--- config.mk ---
export PLATFORM = sky130hd
export DESIGN_NAME = led_blink_pattern_generator_unit
export DESIGN_NICKNAME = d
export VERILOG_FILES = /design/src/lbpg_pkg.sv /design/src/led_blink_pattern_generator_unit.sv /design/src/lbpg_engine.sv
export SDC_FILE = /design/constraint.sdc
export NUM_CORES = 1
export LEC_CHECK = 0
export BUFFER_PORTS_ARGS = -buffer_cell sky130_fd_sc_hd__buf_4
export CAP_MARGIN = 20
export CORE_ASPECT_RATIO = 0.6
export CORE_MARGIN = 3
export CORE_UTILIZATION = 25
export CTS_CLUSTER_SIZE = 14
export DETAILED_ROUTE_END_ITERATION = 12
export PLACE_DENSITY_LB_ADDON = 0.3
export REMOVE_ABC_BUFFERS = 1
export SYNTH_ARGS = -nofsm -noshare
export SYNTH_HDL_FRONTEND = slang
export SYNTH_SLANG_ARGS = --single-unit
--- constraint.sdc ---
create_clock -name i_clk -period 11.73 [get_ports i_clk]
set_input_delay 2.346 -clock i_clk [delete_from_list [all_inputs] [get_ports i_clk]]
set_output_delay 2.346 -clock i_clk [all_outputs]
set_load 0.05 [all_outputs]
--- src/lbpg_pkg.sv ---
`default_nettype none
package lbpg_pkg;

    localparam int unsigned TICK_W  = 16;
    localparam int unsigned COUNT_W = 8;
    localparam int unsigned FUNC_W  = 3;
    localparam int unsigned MODE_W  = 3;
    localparam int unsigned STEP_W  = 2;
    localparam int unsigned CFG_IDX_W = 2;

    // Command codes carried in the func field.
    localparam logic [FUNC_W-1:0] FUNC_TICK   = 3'd0;
    localparam logic [FUNC_W-1:0] FUNC_OFF    = 3'd1;
    localparam logic [FUNC_W-1:0] FUNC_SOLID  = 3'd2;
    localparam logic [FUNC_W-1:0] FUNC_BLINK  = 3'd3;
    localparam logic [FUNC_W-1:0] FUNC_DOUBLE = 3'd4;
    localparam logic [FUNC_W-1:0] FUNC_FAIL   = 3'd5;

    // Mode codes as reported on the result port.
    localparam logic [MODE_W-1:0] MODE_OFF    = 3'd0;
    localparam logic [MODE_W-1:0] MODE_SOLID  = 3'd1;
    localparam logic [MODE_W-1:0] MODE_BLINK  = 3'd2;
    localparam logic [MODE_W-1:0] MODE_DOUBLE = 3'd3;
    localparam logic [MODE_W-1:0] MODE_FAIL   = 3'd4;

    // Double-blink step codes.
    localparam logic [STEP_W-1:0] STEP_PULSE_A = 2'd0;
    localparam logic [STEP_W-1:0] STEP_GAP     = 2'd1;
    localparam logic [STEP_W-1:0] STEP_PULSE_B = 2'd2;
    localparam logic [STEP_W-1:0] STEP_REST    = 2'd3;

    // Configuration register indexes.
    localparam logic [CFG_IDX_W-1:0] CFG_FAIL_HALF  = 2'd0;
    localparam logic [CFG_IDX_W-1:0] CFG_PULSE      = 2'd1;
    localparam logic [CFG_IDX_W-1:0] CFG_GAP        = 2'd2;
    localparam logic [CFG_IDX_W-1:0] CFG_DOUBLE_MIN = 2'd3;

    localparam logic [TICK_W-1:0] RST_FAIL_HALF  = 16'd150;
    localparam logic [TICK_W-1:0] RST_PULSE      = 16'd100;
    localparam logic [TICK_W-1:0] RST_GAP        = 16'd100;
    localparam logic [TICK_W-1:0] RST_DOUBLE_MIN = 16'd400;

    typedef struct packed {
        logic [TICK_W-1:0] fail_half_ticks;
        logic [TICK_W-1:0] pulse_ticks;
        logic [TICK_W-1:0] gap_ticks;
        logic [TICK_W-1:0] double_min_period;
    } t_cfg;

    typedef struct packed {
        logic              blue_on;
        logic [MODE_W-1:0] mode_now;
    } t_result;

    // A wait that works out to zero ticks is loaded as one tick.
    function automatic logic [TICK_W-1:0] wait_of(input logic [TICK_W-1:0] t);
        logic [TICK_W-1:0] w;
        w = (t == '0) ? TICK_W'(1) : t;
        return w;
    endfunction

endpackage
`default_nettype wire

--- src/led_blink_pattern_generator_unit.sv ---
// The input register captures a word when it is taken, and the state and result registers
// update together when the held word advances. Throughput: one word per cycle unless the
// receiver stalls; the input and result registers decouple the two sides.
// Reset (synchronous, active low) turns the engine's LED state off, selects off mode, clears all
// counters and loads the configuration registers with their default values.
`default_nettype none
module led_blink_pattern_generator_unit (
    input  wire logic                           i_clk,
    input  wire logic                           i_rst_n,
    input  wire logic                           i_valid,
    output logic                                o_stall,
    input  wire logic [lbpg_pkg::FUNC_W-1:0]    i_func,
    input  wire logic [lbpg_pkg::TICK_W-1:0]    i_period_ms,
    input  wire logic [lbpg_pkg::COUNT_W-1:0]   i_pulse_count,
    output logic                                o_valid,
    input  wire logic                           i_stall,
    output logic                                o_blue_on,
    output logic [lbpg_pkg::MODE_W-1:0]         o_mode_now,
    input  wire logic                           i_cfg_we,
    input  wire logic [lbpg_pkg::CFG_IDX_W-1:0] i_cfg_index,
    input  wire logic [lbpg_pkg::TICK_W-1:0]    i_cfg_data
);

    lbpg_pkg::t_cfg              r_cfg;
    logic                        r_in_valid;
    logic [lbpg_pkg::FUNC_W-1:0]  r_func;
    logic [lbpg_pkg::TICK_W-1:0]  r_period;
    logic [lbpg_pkg::COUNT_W-1:0] r_count;
    logic                        r_out_valid;
    lbpg_pkg::t_result           r_out;
    lbpg_pkg::t_result           next_res;
    logic                        advance;
    logic                        take_in;

    // The held word moves into the state update when the result register is free.
    assign advance = r_in_valid && (!r_out_valid || !i_stall);
    assign o_stall = r_in_valid && !advance;
    assign take_in = i_valid && !o_stall;

    always_ff @(posedge i_clk) begin
        if (!i_rst_n) begin
            r_cfg.fail_half_ticks   <= lbpg_pkg::RST_FAIL_HALF;
            r_cfg.pulse_ticks       <= lbpg_pkg::RST_PULSE;
            r_cfg.gap_ticks         <= lbpg_pkg::RST_GAP;
            r_cfg.double_min_period <= lbpg_pkg::RST_DOUBLE_MIN;
        end else if (i_cfg_we) begin
            case (i_cfg_index)
                lbpg_pkg::CFG_FAIL_HALF:  r_cfg.fail_half_ticks   <= i_cfg_data;
                lbpg_pkg::CFG_PULSE:      r_cfg.pulse_ticks       <= i_cfg_data;
                lbpg_pkg::CFG_GAP:        r_cfg.gap_ticks         <= i_cfg_data;
                lbpg_pkg::CFG_DOUBLE_MIN: r_cfg.double_min_period <= i_cfg_data;
                default: begin
                end
            endcase
        end
    end

    always_ff @(posedge i_clk) begin
        if (!i_rst_n) begin
            r_in_valid <= 1'b0;
        end else if (take_in) begin
            r_in_valid <= 1'b1;
        end else if (advance) begin
            r_in_valid <= 1'b0;
        end
    end

    always_ff @(posedge i_clk) begin
        if (take_in) begin
            r_func   <= i_func;
            r_period <= i_period_ms;
            r_count  <= i_pulse_count;
        end
    end

    lbpg_engine u_engine (
        .i_clk         (i_clk),
        .i_rst_n       (i_rst_n),
        .i_en          (advance),
        .i_func        (r_func),
        .i_period_ms   (r_period),
        .i_pulse_count (r_count),
        .i_cfg         (r_cfg),
        .o_next        (next_res)
    );

    always_ff @(posedge i_clk) begin
        if (!i_rst_n) begin
            r_out_valid <= 1'b0;
        end else if (advance) begin
            r_out_valid <= 1'b1;
        end else if (!i_stall) begin
            r_out_valid <= 1'b0;
        end
    end

    always_ff @(posedge i_clk) begin
        if (advance) begin
            r_out <= next_res;
        end
    end

    assign o_valid    = r_out_valid;
    assign o_blue_on  = r_out.blue_on;
    assign o_mode_now = r_out.mode_now;

endmodule
`default_nettype wire

--- src/lbpg_engine.sv ---
`default_nettype none
module lbpg_engine (
    input  wire logic                          i_clk,
    input  wire logic                          i_rst_n,
    input  wire logic                          i_en,
    input  wire logic [lbpg_pkg::FUNC_W-1:0]   i_func,
    input  wire logic [lbpg_pkg::TICK_W-1:0]   i_period_ms,
    input  wire logic [lbpg_pkg::COUNT_W-1:0]  i_pulse_count,
    input  wire lbpg_pkg::t_cfg                i_cfg,
    output lbpg_pkg::t_result                  o_next
);

    logic [lbpg_pkg::MODE_W-1:0]  r_mode, n_mode;
    logic                         r_led, n_led;
    logic [lbpg_pkg::TICK_W-1:0]  r_wait, n_wait;
    logic [lbpg_pkg::TICK_W-1:0]  r_period, n_period;
    logic [lbpg_pkg::STEP_W-1:0]  r_step, n_step;
    logic [lbpg_pkg::COUNT_W-1:0] r_toggles, n_toggles;

    // Rest of a double-blink cycle, computed wide and signed so that it cannot wrap.
    logic signed [lbpg_pkg::TICK_W+2:0] rest_wide;
    logic [lbpg_pkg::TICK_W-1:0]        rest_ticks;
    logic                               dbl_short;

    assign rest_wide = $signed({3'b000, r_period})
                     - $signed({2'b00, i_cfg.pulse_ticks, 1'b0})
                     - $signed({3'b000, i_cfg.gap_ticks});
    assign rest_ticks = (rest_wide < 19'sd1) ? lbpg_pkg::TICK_W'(1)
                                             : rest_wide[lbpg_pkg::TICK_W-1:0];
    assign dbl_short = (i_period_ms < i_cfg.double_min_period);

    always_comb begin
        n_mode    = r_mode;
        n_led     = r_led;
        n_wait    = r_wait;
        n_period  = r_period;
        n_step    = r_step;
        n_toggles = r_toggles;

        case (i_func)
            lbpg_pkg::FUNC_TICK: begin
                if (r_mode inside {lbpg_pkg::MODE_BLINK, lbpg_pkg::MODE_DOUBLE,
                                   lbpg_pkg::MODE_FAIL}) begin
                    if (r_wait > lbpg_pkg::TICK_W'(1)) begin
                        n_wait = r_wait - lbpg_pkg::TICK_W'(1);
                    end else begin
                        case (r_mode)
                            lbpg_pkg::MODE_BLINK: begin
                                n_led  = ~r_led;
                                n_wait = lbpg_pkg::wait_of(r_period >> 1);
                            end
                            lbpg_pkg::MODE_DOUBLE: begin
                                n_step = r_step + lbpg_pkg::STEP_W'(1);
                                case (r_step)
                                    lbpg_pkg::STEP_PULSE_A, lbpg_pkg::STEP_PULSE_B: begin
                                        n_led  = 1'b1;
                                        n_wait = lbpg_pkg::wait_of(i_cfg.pulse_ticks);
                                    end
                                    lbpg_pkg::STEP_GAP: begin
                                        n_led  = 1'b0;
                                        n_wait = lbpg_pkg::wait_of(i_cfg.gap_ticks);
                                    end
                                    default: begin
                                        n_led  = 1'b0;
                                        n_wait = rest_ticks;
                                    end
                                endcase
                            end
                            default: begin
                                if (r_toggles == '0) begin
                                    n_mode = lbpg_pkg::MODE_OFF;
                                    n_led  = 1'b0;
                                    n_step = '0;
                                    n_wait = '0;
                                end else begin
                                    n_led     = ~r_led;
                                    n_toggles = r_toggles - lbpg_pkg::COUNT_W'(1);
                                    n_wait    = lbpg_pkg::wait_of(i_cfg.fail_half_ticks);
                                end
                            end
                        endcase
                    end
                end
            end
            lbpg_pkg::FUNC_SOLID: begin
                n_mode    = lbpg_pkg::MODE_SOLID;
                n_led     = 1'b1;
                n_step    = '0;
                n_toggles = '0;
                n_wait    = '0;
            end
            lbpg_pkg::FUNC_BLINK, lbpg_pkg::FUNC_DOUBLE: begin
                n_step    = '0;
                n_toggles = '0;
                if (i_period_ms == '0) begin
                    n_mode = lbpg_pkg::MODE_OFF;
                    n_led  = 1'b0;
                    n_wait = '0;
                end else if (i_func == lbpg_pkg::FUNC_BLINK || dbl_short) begin
                    n_mode   = lbpg_pkg::MODE_BLINK;
                    n_period = i_period_ms;
                    n_led    = 1'b1;
                    n_wait   = lbpg_pkg::wait_of(i_period_ms >> 1);
                end else begin
                    n_mode   = lbpg_pkg::MODE_DOUBLE;
                    n_period = i_period_ms;
                    n_step   = lbpg_pkg::STEP_GAP;
                    n_led    = 1'b1;
                    n_wait   = lbpg_pkg::wait_of(i_cfg.pulse_ticks);
                end
            end
            lbpg_pkg::FUNC_FAIL: begin
                n_step = '0;
                if (i_pulse_count == '0) begin
                    n_mode    = lbpg_pkg::MODE_OFF;
                    n_led     = 1'b0;
                    n_toggles = '0;
                    n_wait    = '0;
                end else begin
                    n_mode    = lbpg_pkg::MODE_FAIL;
                    // Twice the count less one, kept to eight bits.
                    n_toggles = {i_pulse_count[lbpg_pkg::COUNT_W-2:0], 1'b0}
                              - lbpg_pkg::COUNT_W'(1);
                    n_led     = 1'b1;
                    n_wait    = lbpg_pkg::wait_of(i_cfg.fail_half_ticks);
                end
            end
            lbpg_pkg::FUNC_OFF: begin
                n_mode    = lbpg_pkg::MODE_OFF;
                n_led     = 1'b0;
                n_step    = '0;
                n_toggles = '0;
                n_wait    = '0;
            end
            default: begin
            end
        endcase
    end

    always_ff @(posedge i_clk) begin
        if (!i_rst_n) begin
            r_mode    <= lbpg_pkg::MODE_OFF;
            r_led     <= 1'b0;
            r_wait    <= '0;
            r_period  <= '0;
            r_step    <= '0;
            r_toggles <= '0;
        end else if (i_en) begin
            r_mode    <= n_mode;
            r_led     <= n_led;
            r_wait    <= n_wait;
            r_period  <= n_period;
            r_step    <= n_step;
            r_toggles <= n_toggles;
        end
    end

    assign o_next.blue_on  = n_led;
    assign o_next.mode_now = n_mode;

endmodule
`default_nettype wire

# Yosys cells after proc, flatten, opt, wreduce, memory -nomap -nowiden
# Index checks and enable logic that the tools add are counted.
[totals]
reg_bits = 143
inputBits = 50
out_inout_bits = 6
word_cells = 135
[op_classes]
add_sub_neg = 6
order_cmp = 3
n_eq_ne = 20
mux = 48
bitwise_logic = 2
reduce_logical = 39
[ops]
columns = ["operator", "n"]
rows = [
  ["16-bit two-way mux", 10],
  ["16-bit zero test", 6],
  ["16-bit one-hot mux with 2 select lines", 2],
  ["16-bit one-hot mux with 4 select lines", 1],
  ["8-bit two-way mux", 5],
  ["15-bit two-way mux", 2],
  ["8-bit one-hot mux with 3 select lines", 1],
  ["19-bit by 2-bit less-than comparator with 1-bit output (second input constant)", 1],
  ["19-bit by 17-bit subtractor with 19-bit output", 1],
  ["3-bit two-way mux", 6],
  ["16-bit by 17-bit subtractor with 18-bit output", 1],
  ["16-bit by 1-bit > comparator with 1-bit output (second input constant)", 1],
  ["8-bit zero test", 2],
  ["16-bit less-than comparator", 1],
  ["16-bit by 1-bit subtractor with 16-bit output (second input constant)", 1],
  ["8-bit by 1-bit subtractor with 8-bit output (second input constant)", 2],
  ["3-bit one-hot mux with 5 select lines", 1],
  ["3-bit by 2-bit == test with 1-bit output (second input constant)", 4],
  ["1-bit two-way mux", 12],
  ["6-bit AND reduction", 2],
  ["3-bit == test (second input constant)", 3],
  ["3-bit nonzero test", 3],
  ["2-bit two-way mux", 4],
  ["2-bit != test (second input constant)", 4],
  ["other kinds (23)", 42],
]

# Longest topological paths before layout
[logic_depth]
depth_word = 9
ltp_mapped = 22
mapped_depth_nobuf = 21

# Hierarchy
# From an unflattened synthesis, not the netlist that was laid out.
[hier_totals]
cells_unflattened = 1107
hier_area_um2 = 9494.1
[by_module_without_submodules]
columns = ["mod", "instances", "cells_each", "area_per_inst_um2"]
rows = [
  ["lbpg_engine", 1, 829, 6048.3],
  ["led_blink_pattern_generator_unit", 1, 278, 3445.8],
]

# Worst setup path after synthesis
# Ideal clock, no wire load.
[synth_path]
kind = "in2out"
startpoint = "input i_stall"
endpoint = "output o_stall"
t_arrival_ns = 2.827
required_ns = 9.384
path_slack_ns = 6.557
stages = 1
path_buffers = 0
cell_sequence = "and3_1"
[synth_between]
elab_chain_cells = 5
[synth_rtl]
columns = ["element", "line_no", "rtl"]
rows = [
  ["start: declaration", "led_blink_pattern_generator_unit.sv:16", "input wire logic i_stall,"],
  ["1-bit zero test", "-", ""],
  ["1-bit logical OR", "led_blink_pattern_generator_unit.sv:36", "assign advance = r_in_valid && (!r_out_valid || !i_stall);"],
  ["1-bit logical AND", "led_blink_pattern_generator_unit.sv:36", ""],
  ["1-bit zero test", "led_blink_pattern_generator_unit.sv:37", "assign o_stall = r_in_valid && !advance;"],
  ["1-bit logical AND", "led_blink_pattern_generator_unit.sv:37", ""],
  ["end: declaration", "led_blink_pattern_generator_unit.sv:11", "output logic o_stall,"],
]
# Every way passes these cells.

# Final worst setup path
# Same ends and word-level chain as after synthesis.

==> implementation parameters <==
Parameter                              Value

Run status
  Outcome ... complete, no violations

Route
  Total number of vias ... approximately 9000
  Routed wire per std cell ... 20.8 um
  First DRT Iteration DRCs ... roughly 1100
  Via density per instance ... 5.34
  DRT antenna net count ... 0
  Final routed wirelength across all metal layers ... 35300 um
  Number of iterations in the first detailed-routing pass ... 5
  DR DRC count ... 0

Worst setup path
  CP startpoint ... i_stall
  Category of the most critical setup path ... in -> out
  Crit. End Element ... primary output
  Launch instance of the worst register-to-register path ... r_cfg[40]$_SDFFE_PN0P_
  Req. time, crit path ... approximately 9.4 ns
  Setup slack on the worst flop-to-flop path ... about 6.6 ns
  Startpoint type of the worst setup path ... primary input
  Crit path max fanout ... 3
  Endpoint of the worst-slack reg-to-reg timing path ... u_engine.r_wait[6]$_SDFFE_PN0P_
  Arrival @ worst endpoint ... between 2 and 3 ns
  Worst reg-to-reg path cell count ... 17
  Capturing element of the worst setup path ... o_stall

Synth
  Share of synthesized flip-flops with an asynchronous set or reset ... 0%
  Most numerous cell types in the synthesized netlist ... sky130_fd_sc_hd__nand2_1, sky130_fd_sc_hd__dfxtp_1, sky130_fd_sc_hd__a21boi_0
  Main synth FF type ... sky130_fd_sc_hd__dfxtp_1
  Synthesized cell area ... 9440 um2
  Share of Yosys cell area claimed by the top area cell type ... between 20% and 30%
  Sequential element share of the synthesized area ... 33.6%
  Leading cell type by number of instances after synthesis ... sky130_fd_sc_hd__nand2_1
  Number of storage elements in the synthesis netlist ... ~140
  Distinct cells, synth ... 92
  Synth Warn # ... 0
  Number of synthesized flops with an enable pin ... 31
  Area contributors post-synth ... sky130_fd_sc_hd__dfxtp_1, sky130_fd_sc_hd__edfxtp_1, sky130_fd_sc_hd__nand2_1
  Average cell area after synthesis ... roughly 8 um2
  Mapped Cells ... 1162
  Area leader, netlist ... sky130_fd_sc_hd__dfxtp_1

Power and ir drop
  Leakage component of the power ... roughly 0.0039 uW
  Power per cell area ... approximately 130 nW/um2
  Worst voltage drop across the vdd grid ... between 90 and 100 uV
  Design Power ... between 1000 and 1500 uW

STA
  Slew at the pin closest to its max-slew limit ... approximately 1.1 ns
  Pins Over Slew Limit ... 0
  Final hold violations ... 0
  Timing-limited maximum frequency ... approximately 190 MHz
  Slew margin rel. ... 25.4%
  Worst clock skew ... slightly below 0.02 ns
  Time the final worst path needs with I/O delays and setup ... about 5.2 ns
  Setup repair after global routing missed its margin ... no
  Setup TNS after final layout ... 0 ns
  Final count of negative-setup-slack endpoints ... 0
  Final critical-path share of the clock period ... approximately 44%

Clock network
  Clock tree from TritonCTS ... built
  Maximum level of the CTS H-tree ... 4
  Post-CTS repair timing setup buffer count ... 0
  Number of buffers created by CTS ... 17
  Cells resized by post-CTS repair ... 0
  CTS clk-pin slew, worst paths ... roughly 0.060 ns
  Clock latency at the later pin of the worst-skew pair ... ~0.44 ns
  Hold-fix buffers at CTS ... 0
  CTS max path bufs ... 2
  CTS Root Buffer Type ... sky130_fd_sc_hd__clkbuf_16
  Sinks on the clock net ... roughly 140

Final layout
  Layout cells sized above 1 ... a little under an eighth
  Area growth from synthesis to final layout ... 14.4%
  Number of nets in the layout ... ~1300
  Footprint of the multi-input gates ... about 5700 um2
  Final-layout fill cell count ... between 3000 and 4000
  Number of antenna repair diodes ... 0
  Area used by sequential logic in the layout ... 3170 um2

Die
  Height of the chip ... 157 um
  Initial core utilization ... roughly 26%
  Horiz. Die Dim ... around 260 um
  Area of the core region ... between 30000 and 40000 um2
  Top-level I/O count ... 56
  Full die area ... between 40000 and 50000 um2
  Std-Cell Rows ... 54

Place
  Half-perimeter wire length after detailed placement ... ~28000 um
  Routability congestion estimate from global placement ... approximately 0.98
  Count of buffers inserted at the top-level ports ... between 50 and 60

Global routing
  First-pass GRT wire length ... ~52000 um
  Via count of the first global-routing pass ... 8040
  Final global-route overflow total ... 0
  Antenna violations before repair ... 0
  Pin count of the biggest net entering global routing ... 75
  Overall Global Routing Usage ... 17.2%

Run
  MaxCap Viol Count ... 0

Min path
  Class of the most critical hold timing path ... reg -> reg
==> cell families after synthesis <==
kind of cell    after synthesis  share of synthesized area, %
simple gates                425                          21.1
compound gates              376                          28.4
buf+inv                     129                          6.12
fa+ha+maj                    57                          7.71
mux                           3                         0.318
flops                       143                          33.6
xor+xnor                     29                          2.69
==> routing by layer <==
metal | vias to the layer above | global-route usage (%) | routed length [um] | share of wire (%)
met3 | 26 | 6.26 | 4310 | 12
met1 | 4380 | 28.2 | 18300 | 52
met2 | 392 | 20.2 | 12400 | 35
met5 | - | 0 | 0 | 0
li1 | 4278 | - | - | -
met4 | 0 | 2.86 | 296 | 0.84
==> sequential cells by signal, summed over array words and instances (netlist names) <==
name and cells:
u_engine.r_period 16, u_engine.r_step 2, r_period 16, r_count 8, u_engine.r_wait 16, o_mode_now 3, r_in_valid 1, u_engine.r_toggles 8
o_valid 1, u_engine.r_led 1, r_cfg 64, r_func 3, o_blue_on 1, u_engine.r_mode 3
==> how the worst min path moves through the flow <==
stage                                       from                                 to  slack, ns  cells past startpoint
3_3_place_gp   u_engine.r_period[0]$_SDFFE_PN0P_  u_engine.r_period[0]$_SDFFE_PN0P_       0.46                      2
5_1_grt                    r_cfg[3]$_SDFFE_PN0P_              r_cfg[3]$_SDFFE_PN0P_       0.49                      2
3_5_place_dp               r_cfg[1]$_SDFFE_PN0P_              r_cfg[1]$_SDFFE_PN0P_       0.46                      2
2_1_floorplan              r_cfg[0]$_SDFFE_PN0P_              r_cfg[0]$_SDFFE_PN0P_       0.44                      2
6_report                   r_cfg[9]$_SDFFE_PN0P_              r_cfg[9]$_SDFFE_PN0P_       0.47                      2
4_1_cts                    r_cfg[9]$_SDFFE_PN0P_              r_cfg[9]$_SDFFE_PN0P_       0.47                      2
==> layout by cell type (no fill, tap or decap), types with 6 or more instances in the layout <==
| master | count |
|---|---|
| sky130_fd_sc_hd__o211ai_1 | 14 |
| sky130_fd_sc_hd__edfxtp_1 | 31 |
| sky130_fd_sc_hd__a21boi_0 | 70 |
| sky130_fd_sc_hd__inv_1 | 66 |
| sky130_fd_sc_hd__nor2_1 | 59 |
| sky130_fd_sc_hd__nand2b_1 | 11 |
| sky130_fd_sc_hd__a21oi_1 | 69 |
| sky130_fd_sc_hd__a31oi_1 | 10 |
| sky130_fd_sc_hd__xor2_1 | 8 |
| sky130_fd_sc_hd__nor4_1 | 25 |
| sky130_fd_sc_hd__o22ai_1 | 7 |
| sky130_fd_sc_hd__a221oi_1 | 30 |
| sky130_fd_sc_hd__o21a_1 | 15 |
| sky130_fd_sc_hd__dfxtp_1 | 112 |
| sky130_fd_sc_hd__nand2_1 | 200 |
| sky130_fd_sc_hd__a22oi_1 | 11 |
| sky130_fd_sc_hd__a211oi_1 | 10 |
| sky130_fd_sc_hd__nor3_1 | 28 |
| sky130_fd_sc_hd__o21ai_0 | 68 |
| sky130_fd_sc_hd__xnor2_1 | 21 |
| sky130_fd_sc_hd__ha_1 | 55 |
| sky130_fd_sc_hd__buf_4 | 67 |
| sky130_fd_sc_hd__or2_2 | 7 |
| sky130_fd_sc_hd__nand3_1 | 23 |
| sky130_fd_sc_hd__nor2b_1 | 17 |
| sky130_fd_sc_hd__clkbuf_16 | 17 |
| sky130_fd_sc_hd__or3_1 | 15 |
| sky130_fd_sc_hd__a21o_1 | 6 |
==> layout make-up <==
class / instances / area share [%]
Multi-Input combinational cell: 890 / 52.8
Sequential cell: 143 / 29.4
Tap cell: 504 / 5.84
Timing Repair Buffer: 67 / 4.66
Clock buffer: 19 / 4.10
Inverter: 66 / 2.29
Clock inverter: 12 / 0.939
==> through the flow <==
step	utilization, %	instance area (um2)	hold WS (ns)	setup slack (ns)	cells
after floorplan	-	9110	0.439	6.56	1099
after global placement	27.9	10200	0.455	6.52	1669
after detailed placement	27.9	10200	0.460	6.52	1669
after CTS	29.4	10800	0.469	6.52	1700
after global routing	29.4	10800	0.494	6.20	1701
final	29.4	10800	0.466	6.52	1701
==> power by group <==
group | switching, uW | internal [uW] | leakage (uW) | total, uW
clock | 236 | 281 | 0.000270 | 517
combinational | 201 | 121 | 0.00244 | 322
sequential | 42.8 | 529 | 0.00122 | 572
==> critical path, stage by stage <==
cell	delay, ns
sky130_fd_sc_hd__buf_4	0.12
sky130_fd_sc_hd__and3_1	0.20
sky130_fd_sc_hd__buf_4	0.20
(Power assumes the default switching activity.)
